### src/hw/rtl/mdc_pkg.sv
// Shared types, constants and helpers for the MESI directory controller.
// No dependencies; imported by every module of the block.
package mdc_pkg;

  localparam int DIR_ENTRIES = 256;
  localparam int IDX_W       = $clog2(DIR_ENTRIES);
  localparam int PROC_W      = 3;
  localparam int CMD_W       = 3;
  localparam int MASK_W      = 8;
  localparam int CNT_W       = 4;
  localparam int LAT_W       = 12;
  localparam int HOP_W       = 8;
  localparam int PADDR_W     = 3;
  localparam int PDATA_W     = 32;

  localparam logic [HOP_W-1:0] HOP_RESET = 8'd1;

  // register index, taken from paddr[2]
  localparam logic REG_HOP_LATENCY = 1'b0;

  typedef enum logic [1:0] {
    ST_I = 2'd0,
    ST_S = 2'd1,
    ST_E = 2'd2,
    ST_M = 2'd3
  } mesi_e;

  typedef enum logic [CMD_W-1:0] {
    CMD_READ      = 3'd0,
    CMD_WRITE     = 3'd1,
    CMD_INVAL     = 3'd2,
    CMD_WRITEBACK = 3'd3,
    CMD_EVICT     = 3'd4,
    CMD_QUERY     = 3'd5
  } cmd_e;

  typedef struct packed {
    logic              present;
    logic              dirty;
    logic [MASK_W-1:0] sharers;
    logic              owner_valid;
    logic [PROC_W-1:0] owner;
    mesi_e             st;
  } entry_t;

  typedef struct packed {
    logic              granted;
    logic [1:0]        new_state;
    logic [MASK_W-1:0] inv_mask;
    logic [CNT_W-1:0]  inv_count;
    logic [LAT_W-1:0]  latency;
    logic [1:0]        req_state;
    logic              read_allowed;
    logic              write_allowed;
    logic              dirty;
  } result_t;

  function automatic logic [MASK_W-1:0] proc_bit(input logic [PROC_W-1:0] p);
    return MASK_W'(1) << p;
  endfunction

  function automatic logic [CNT_W-1:0] pop_count(input logic [MASK_W-1:0] v);
    logic [CNT_W-1:0] n;
    n = '0;
    for (int i = 0; i < MASK_W; i++) begin
      n = n + CNT_W'(v[i]);
    end
    return n;
  endfunction

endpackage

### src/hw/rtl/mdc_dir_mem.sv
// Directory storage: entry array with registered read and per-entry valid bits.
// Depends on mdc_pkg. An entry never written reads as all zeros.
module mdc_dir_mem
  import mdc_pkg::*;
(
  input  logic             clk_i,
  input  logic             rst_ni,
  input  logic             rd_en_i,
  input  logic [IDX_W-1:0] rd_idx_i,
  output entry_t           rd_entry_o,
  input  logic             wr_en_i,
  input  logic [IDX_W-1:0] wr_idx_i,
  input  entry_t           wr_entry_i
);

  entry_t                 mem_q [DIR_ENTRIES];
  logic [DIR_ENTRIES-1:0] vld_q;
  entry_t                 rd_q;
  logic                   rd_vld_q;

  always_ff @(posedge clk_i) begin
    if (wr_en_i) begin
      mem_q[wr_idx_i] <= wr_entry_i;
    end
    if (rd_en_i) begin
      rd_q <= mem_q[rd_idx_i];
    end
  end

  always_ff @(posedge clk_i or negedge rst_ni) begin
    if (!rst_ni) begin
      vld_q    <= '0;
      rd_vld_q <= 1'b0;
    end else begin
      if (wr_en_i) begin
        vld_q[wr_idx_i] <= 1'b1;
      end
      if (rd_en_i) begin
        rd_vld_q <= vld_q[rd_idx_i];
      end
    end
  end

  assign rd_entry_o = rd_vld_q ? rd_q : '0;

endmodule

### src/hw/rtl/mdc_update.sv
// Coherence update: next directory entry and result for one command.
// Depends on mdc_pkg. Purely combinational.
module mdc_update
  import mdc_pkg::*;
(
  input  logic [CMD_W-1:0]  cmd_i,
  input  logic [PROC_W-1:0] req_i,
  input  logic [HOP_W-1:0]  hop_i,
  input  entry_t            cur_i,
  output entry_t            nxt_o,
  output result_t           res_o
);

  logic              owned;
  logic              owned_n;
  logic [MASK_W-1:0] rbit;
  logic [MASK_W-1:0] obit;
  logic [MASK_W-1:0] holders;
  logic [MASK_W-1:0] inv;
  logic [CNT_W-1:0]  hops;
  logic              granted;
  entry_t            nxt;
  mesi_e             rstate;

  assign rbit    = proc_bit(req_i);
  assign obit    = proc_bit(cur_i.owner);
  assign owned   = cur_i.owner_valid && (cur_i.owner == req_i);
  assign holders = (cur_i.sharers | (cur_i.owner_valid ? obit : '0)) & ~rbit;

  always_comb begin
    nxt     = cur_i;
    inv     = '0;
    hops    = '0;
    granted = 1'b0;
    case (cmd_e'(cmd_i))
      CMD_READ: begin
        granted     = 1'b1;
        nxt.present = 1'b1;
        if (cur_i.st == ST_I) begin
          nxt.st          = ST_E;
          nxt.owner       = req_i;
          nxt.owner_valid = 1'b1;
        end else if (cur_i.st == ST_S) begin
          nxt.sharers = cur_i.sharers | rbit;
        end else if (!owned) begin
          if (cur_i.owner_valid) begin
            hops = CNT_W'(1);
          end
          nxt.sharers     = cur_i.sharers | rbit | (cur_i.owner_valid ? obit : '0);
          nxt.owner_valid = 1'b0;
          nxt.owner       = '0;
          nxt.st          = ST_S;
        end
      end
      CMD_WRITE: begin
        granted     = 1'b1;
        nxt.present = 1'b1;
        if (cur_i.st == ST_S) begin
          inv         = holders;
          hops        = pop_count(holders);
          nxt.sharers = '0;
        end else if (cur_i.st inside {ST_E, ST_M} && !owned && cur_i.owner_valid) begin
          inv  = obit;
          hops = CNT_W'(1);
        end
        nxt.st          = ST_M;
        nxt.owner       = req_i;
        nxt.owner_valid = 1'b1;
        nxt.dirty       = 1'b1;
      end
      CMD_INVAL: begin
        granted         = 1'b1;
        nxt.present     = 1'b1;
        inv             = holders;
        nxt.st          = ST_I;
        nxt.owner_valid = 1'b0;
        nxt.owner       = '0;
        nxt.sharers     = '0;
      end
      CMD_WRITEBACK: begin
        nxt.present = 1'b1;
        if (owned) begin
          nxt.dirty = 1'b0;
          granted   = 1'b1;
        end
      end
      CMD_EVICT: begin
        granted     = 1'b1;
        nxt.present = 1'b1;
        nxt.sharers = cur_i.sharers & ~rbit;
        if (owned) begin
          nxt.owner_valid = 1'b0;
          nxt.owner       = '0;
        end
      end
      default: begin
      end
    endcase
  end

  assign owned_n = nxt.owner_valid && (nxt.owner == req_i);

  always_comb begin
    rstate = ST_I;
    if (nxt.st == ST_S && (nxt.sharers & rbit) != '0) begin
      rstate = ST_S;
    end else if (nxt.st inside {ST_E, ST_M} && owned_n) begin
      rstate = nxt.st;
    end
  end

  always_comb begin
    res_o           = '0;
    res_o.granted   = granted;
    res_o.inv_mask  = inv;
    res_o.inv_count = pop_count(inv);
    res_o.latency   = LAT_W'(hop_i) + LAT_W'(hop_i) * LAT_W'(hops);
    if (!nxt.present) begin
      res_o.req_state     = ST_I;
      res_o.read_allowed  = 1'b1;
      res_o.write_allowed = 1'b1;
    end else begin
      res_o.new_state     = nxt.st;
      res_o.req_state     = rstate;
      res_o.read_allowed  = (rstate != ST_I);
      res_o.write_allowed = (nxt.st == ST_M) && owned_n;
      res_o.dirty         = nxt.dirty;
    end
  end

  assign nxt_o = nxt;

endmodule

### src/hw/rtl/mesi_directory_controller_core.sv
// Top level of the MESI directory controller: pipeline, bypass, APB register.
// Depends on mdc_pkg, mdc_dir_mem and mdc_update.
//
// The directory holds one entry per line index and answers every command with
// one result. One transfer is accepted per clock while the output drains. The
// edge that accepts a command also captures the registered directory read. In
// the following cycle the state update runs, and at the edge where it advances
// it writes the entry back and loads the output register. A result that waits
// on out_ready_i holds the command behind it, and that command blocks the
// input. Back-to-back commands to the same line are served from a bypass of
// the last write, so no bubble is inserted. Reset marks all entries invalid
// at once through per-entry valid bits; there is no clearing pass.
// hop_latency sits at byte address 0 and resets to 1.
module mesi_directory_controller_core
  import mdc_pkg::*;
(
  input  logic               clk_i,
  input  logic               rst_ni,
  input  logic               in_valid_i,
  output logic               in_ready_o,
  input  logic [CMD_W-1:0]   command_i,
  input  logic [PROC_W-1:0]  requestor_i,
  input  logic [IDX_W-1:0]   line_index_i,
  output logic               out_valid_o,
  input  logic               out_ready_i,
  output logic               granted_o,
  output logic [1:0]         new_state_o,
  output logic [MASK_W-1:0]  invalidate_mask_o,
  output logic [CNT_W-1:0]   invalidate_count_o,
  output logic [LAT_W-1:0]   latency_o,
  output logic [1:0]         requestor_state_o,
  output logic               read_allowed_o,
  output logic               write_allowed_o,
  output logic               dirty_out_o,
  input  logic               psel,
  input  logic               penable,
  input  logic               pwrite,
  input  logic [PADDR_W-1:0] paddr,
  input  logic [PDATA_W-1:0] pwdata,
  output logic [PDATA_W-1:0] prdata,
  output logic               pready
);

  logic [HOP_W-1:0]  hop_q;
  logic              s1_v_q;
  logic [CMD_W-1:0]  s1_cmd_q;
  logic [PROC_W-1:0] s1_req_q;
  logic [IDX_W-1:0]  s1_idx_q;
  logic              fwd_v_q;
  logic [IDX_W-1:0]  fwd_idx_q;
  entry_t            fwd_entry_q;
  logic              out_v_q;
  result_t           res_q;

  logic    in_xfer;
  logic    s1_adv;
  entry_t  rd_entry;
  entry_t  cur;
  entry_t  nxt;
  result_t res;

  assign s1_adv     = s1_v_q && (!out_v_q || out_ready_i);
  assign in_ready_o = !s1_v_q || s1_adv;
  assign in_xfer    = in_valid_i && in_ready_o;

  mdc_dir_mem u_mem (
    .clk_i      (clk_i),
    .rst_ni     (rst_ni),
    .rd_en_i    (in_xfer),
    .rd_idx_i   (line_index_i),
    .rd_entry_o (rd_entry),
    .wr_en_i    (s1_adv),
    .wr_idx_i   (s1_idx_q),
    .wr_entry_i (nxt)
  );

  // last write bypass for same-line back-to-back transfers
  assign cur = (fwd_v_q && fwd_idx_q == s1_idx_q) ? fwd_entry_q : rd_entry;

  mdc_update u_update (
    .cmd_i (s1_cmd_q),
    .req_i (s1_req_q),
    .hop_i (hop_q),
    .cur_i (cur),
    .nxt_o (nxt),
    .res_o (res)
  );

  always_ff @(posedge clk_i or negedge rst_ni) begin
    if (!rst_ni) begin
      hop_q   <= HOP_RESET;
      s1_v_q  <= 1'b0;
      fwd_v_q <= 1'b0;
      out_v_q <= 1'b0;
    end else begin
      if (psel && penable && pwrite && paddr[2] == REG_HOP_LATENCY) begin
        hop_q <= pwdata[HOP_W-1:0];
      end
      if (in_ready_o) begin
        s1_v_q <= in_valid_i;
      end
      if (s1_adv) begin
        fwd_v_q <= 1'b1;
        out_v_q <= 1'b1;
      end else if (out_ready_i) begin
        out_v_q <= 1'b0;
      end
    end
  end

  always_ff @(posedge clk_i) begin
    if (in_xfer) begin
      s1_cmd_q <= command_i;
      s1_req_q <= requestor_i;
      s1_idx_q <= line_index_i;
    end
    if (s1_adv) begin
      fwd_idx_q   <= s1_idx_q;
      fwd_entry_q <= nxt;
      res_q       <= res;
    end
  end

  assign prdata = (paddr[2] == REG_HOP_LATENCY) ? {{(PDATA_W-HOP_W){1'b0}}, hop_q} : '0;
  assign pready = 1'b1;

  assign out_valid_o        = out_v_q;
  assign granted_o          = res_q.granted;
  assign new_state_o        = res_q.new_state;
  assign invalidate_mask_o  = res_q.inv_mask;
  assign invalidate_count_o = res_q.inv_count;
  assign latency_o          = res_q.latency;
  assign requestor_state_o  = res_q.req_state;
  assign read_allowed_o     = res_q.read_allowed;
  assign write_allowed_o    = res_q.write_allowed;
  assign dirty_out_o        = res_q.dirty;

endmodule

### config.mk
export PLATFORM = sky130hd
export DESIGN_NAME = mesi_directory_controller_core
export DESIGN_NICKNAME = d
export VERILOG_FILES = /design/src/hw/rtl/mdc_pkg.sv /design/src/hw/rtl/mdc_dir_mem.sv /design/src/hw/rtl/mdc_update.sv /design/src/hw/rtl/mesi_directory_controller_core.sv
export SDC_FILE = /design/constraint.sdc
export NUM_CORES = 2
export LEC_CHECK = 0
export ABC_AREA = 1
export BUFFER_PORTS_ARGS = -buffer_cell sky130_fd_sc_hd__buf_2
export CORE_UTILIZATION = 30
export DETAILED_ROUTE_END_ITERATION = 12
export PLACE_DENSITY = 0.43
export SKIP_LAST_GASP = 1
export SLEW_MARGIN = 25
export SYNTH_ARGS = -nofsm -noshare
export SYNTH_HDL_FRONTEND = slang
export SYNTH_HIERARCHICAL = 1
export SYNTH_SLANG_ARGS = --single-unit
export TNS_END_PERCENT = 30
### constraint.sdc
create_clock -name clk_i -period 13.3 [get_ports clk_i]
set_input_delay 2.66 -clock clk_i [delete_from_list [all_inputs] [get_ports clk_i]]
set_output_delay 2.66 -clock clk_i [all_outputs]
set_load 0.05 [all_outputs]
==> flow_summary.toml <==
[sta]
skew_ns = 0.05777
finalHoldViolations = 0
setup_slack_ns = 5.039
maxSlewViolCount = 0
period_share_pct = 62.11
whs_ns = 0.4624
fin_crit_ns = 8.261
worstMarginPinSlew_ns = 1.230
rsz0062_at_grt = "false"
finalSetupViolations = 0
relSlewSlack_pct = 17.97
fmax_mhz = 121.0
tns_ns = 0

[floorplanning]
core-area_um2 = 595200
die_y_um = 776.1
die_w_um = 776.1
rows = 283
io_pins = 123
start_util_pct = 30.20
die-area_um2 = 602300

[clocking]
clk_pin_slew_ns = 0.06
cts_resized = 0
numCtsBuffers = 521
post_cts_buffers = 0
worst_skew_pair.late_latency_ns = 1.07
cts_sinks = 4450
clockBufferDepth = 4
hold_buffers = 0
cts_max_level = 6
cts_root_buf = "clkbuf_16"
cts_tree = "done"

[global_routing]
grt_pass1_wl_mm = 839.9
met3_usage_pct = 2.371
grt_overflow_total = 0
met2_usage_pct = 29.91
grt_max_degree = 175
grt_busiest_layer = "met2"
grtUsageMet1_pct = 27.42
grt_use_total_pct = 18.85
antenna_found_initial = 36
grt_pass1_vias = 111100

[placed_design]
port_buffers = 71
gp_congestion = 0.8094
placedCellCount = 22210
pre_cts_ws_ns = 4.984
dpl.hpwl_mm = 315.4
dpl_cell_area_um2 = 190000

[finish]
fin_cells = 23160
nets = 14860
drive_above_1_share_pct = 11.10
fin_util_pct = 34.66
design_area_um2 = 206300
area_growth_pct = 14.78

[synthesis]
yosys_warnings = 6
syn_area_um2 = 179800
synth_area_per_cell_um2 = 12.21
synth_cells = 14720
ys_seq_elements = 4450
synth_flop_cell = "edfxtp_1"
ys_top_cells_by_area = "edfxtp_1 70%, nand3_1 6.0%, nand2_1 5.0%"
yosysUniqueCellTypes = 49
yosysTopAreaCell = "edfxtp_1"
ys_seq_area_share_pct = 73.59
synthArstFlopShare_pct = 6.022
synth_top_area_share_pct = 69.86
synth_edf_count = 4182

[routing]
wl_mm = 587.1
num_vias = 116600
drtPass1Iterations = 5
wl_per_cell_um = 25.35
ant_nets = 0
drtIter0Drc = 10610
drc = 0
via_per_inst = 5.036

[worst_setup_path]
cp-start-kind = "register"
r2r_cells = 32
crit_slowest_cell = "fa_1"
cp_max_fo = 17
endpoint_kind = "register"
criticalPathCategory = "reg2reg"
required_ns = 14.12
cp_common_cell = "fa_1"
crit_arrival_ns = 9.08
regToRegSetupSlack_ns = 5.04
cpPeakStageDelay_ns = 0.53

[run]
drv_cap = 0

[min_path]
hold_class = "reg2reg"
whs_path_depth = 1

[outcome]
outcome = "completed"

[pwr]
power.density_nw_per_um2 = 157.0
p_leak_nw = 70.97
power_mw = 32.38
peakVddDrop_mv = 0.1312
==> registers in the layout (all words and copies together) (netlist names), 8 cells and up <==
register           flops
hop_q                  8
u_mem/vld_q          256
u_mem/rd_q            16
fwd_idx_q              8
invalidate_mask_o      8
u_mem/mem_q         4096
fwd_entry_q           16
latency_o             12
s1_idx_q               8
==> cell usage after synthesis, types with 3 or more instances <==
| cell | count |
|---|---|
| buf_2 | 397 |
| buf_4 | 60 |
| clkinv_1 | 4 |
| xor2_1 | 10 |
| fa_1 | 27 |
| inv_2 | 12 |
| nor2_1 | 1770 |
| o21bai_1 | 4 |
| o41ai_1 | 4 |
| a21oi_2 | 4 |
| dfrtp_1 | 267 |
| nor2_2 | 8 |
| o22ai_1 | 706 |
| o21ai_0 | 1467 |
| nor3_1 | 10 |
| or2_2 | 256 |
| a21oi_1 | 85 |
| clkbuf_1 | 475 |
| nand3_1 | 2159 |
| o21ai_1 | 24 |
| nor2_4 | 5 |
| buf_6 | 12 |
| ha_1 | 25 |
| inv_1 | 211 |
| nand2_2 | 15 |
| nand3_2 | 3 |
| edfxtp_1 | 4182 |
| nand2_1 | 2404 |
| buf_1 | 86 |
==> cell usage in the layout (no fill, tap or decap), drive strengths merged, types with 7 or more instances in the layout <==
cell type  count
bufinv        19
o22ai        706
diode         16
xor2          10
nand2       2421
or2          256
clkbuf       731
clkinv       157
fa            27
conb          25
buf          520
edfxtp      4182
a21oi         89
clkinvlp       7
nor3          10
o21ai       1492
ha            25
inv          250
nand3       2164
nor2        1783
dfrtp        267
==> where the power goes <==
part / switching (mW) / internal, mW
Sequential: 0.0641 / 15.9
Clock: 5.84 / 7.93
Combinational: 2.15 / 0.530
==> worst paths after layout <==
check	start	endpoint
max	s1_idx_q[2]	latency_o[10]
max in group asynchronous	rst_ni	u_mem/vld_q[13]
min in group asynchronous	rst_ni	u_mem/vld_q[196]
min	u_mem/vld_q[252]	u_mem/vld_q[252]
min reg2reg	u_mem/vld_q[252]	u_mem/vld_q[252]
max reg2reg	s1_idx_q[2]	latency_o[10]
==> kinds of logic after synthesis <==
group / Yosys count / share of synthesized area (%)
compound gates: 2302 / 6.934
flops: 4450 / 73.59
simple gates: 6639 / 15.83
fa+ha+maj: 52 / 0.4747
xor+xnor: 13 / 0.06752
other cells: 2 / 0.004178
buf+inv: 1261 / 3.094
==> layout make-up <==
| class | count | area, µm² |
|---|---|---|
| multi-input combinational | 9031 | 42600 |
| fill | 58790 | 388900 |
| clock buffer | 731 | 14340 |
| tap | 7980 | 9985 |
| antenna | 16 | 40.04 |
| sequential | 4450 | 132300 |
| clock inverter | 204 | 1909 |
| timing repair buffer | 520 | 4197 |
| inverter | 229 | 952.2 |
==> worst max-delay path, delay by kind of cell, from the launching register on <==
kind,cells,cell delay (ns)
and+or+nand+nor,14,2.45
AOI/OAI and AO/OA,3,0.62
adders and majority gates,8,3.42
DFF,1,0.49
buffers and inverters,4,0.52
xor gates and xnor gates,3,0.51
==> per-layer routing <==
metal / up-vias / part of all wire (%)
met4: 2 / 2.5
met1: 59630 / 46
li1: 53120 / -
met2: 3191 / 46
met3: 684 / 5.4
met5: - / 0.0020
No activity file was read; power rests on OpenSTA's default activity.
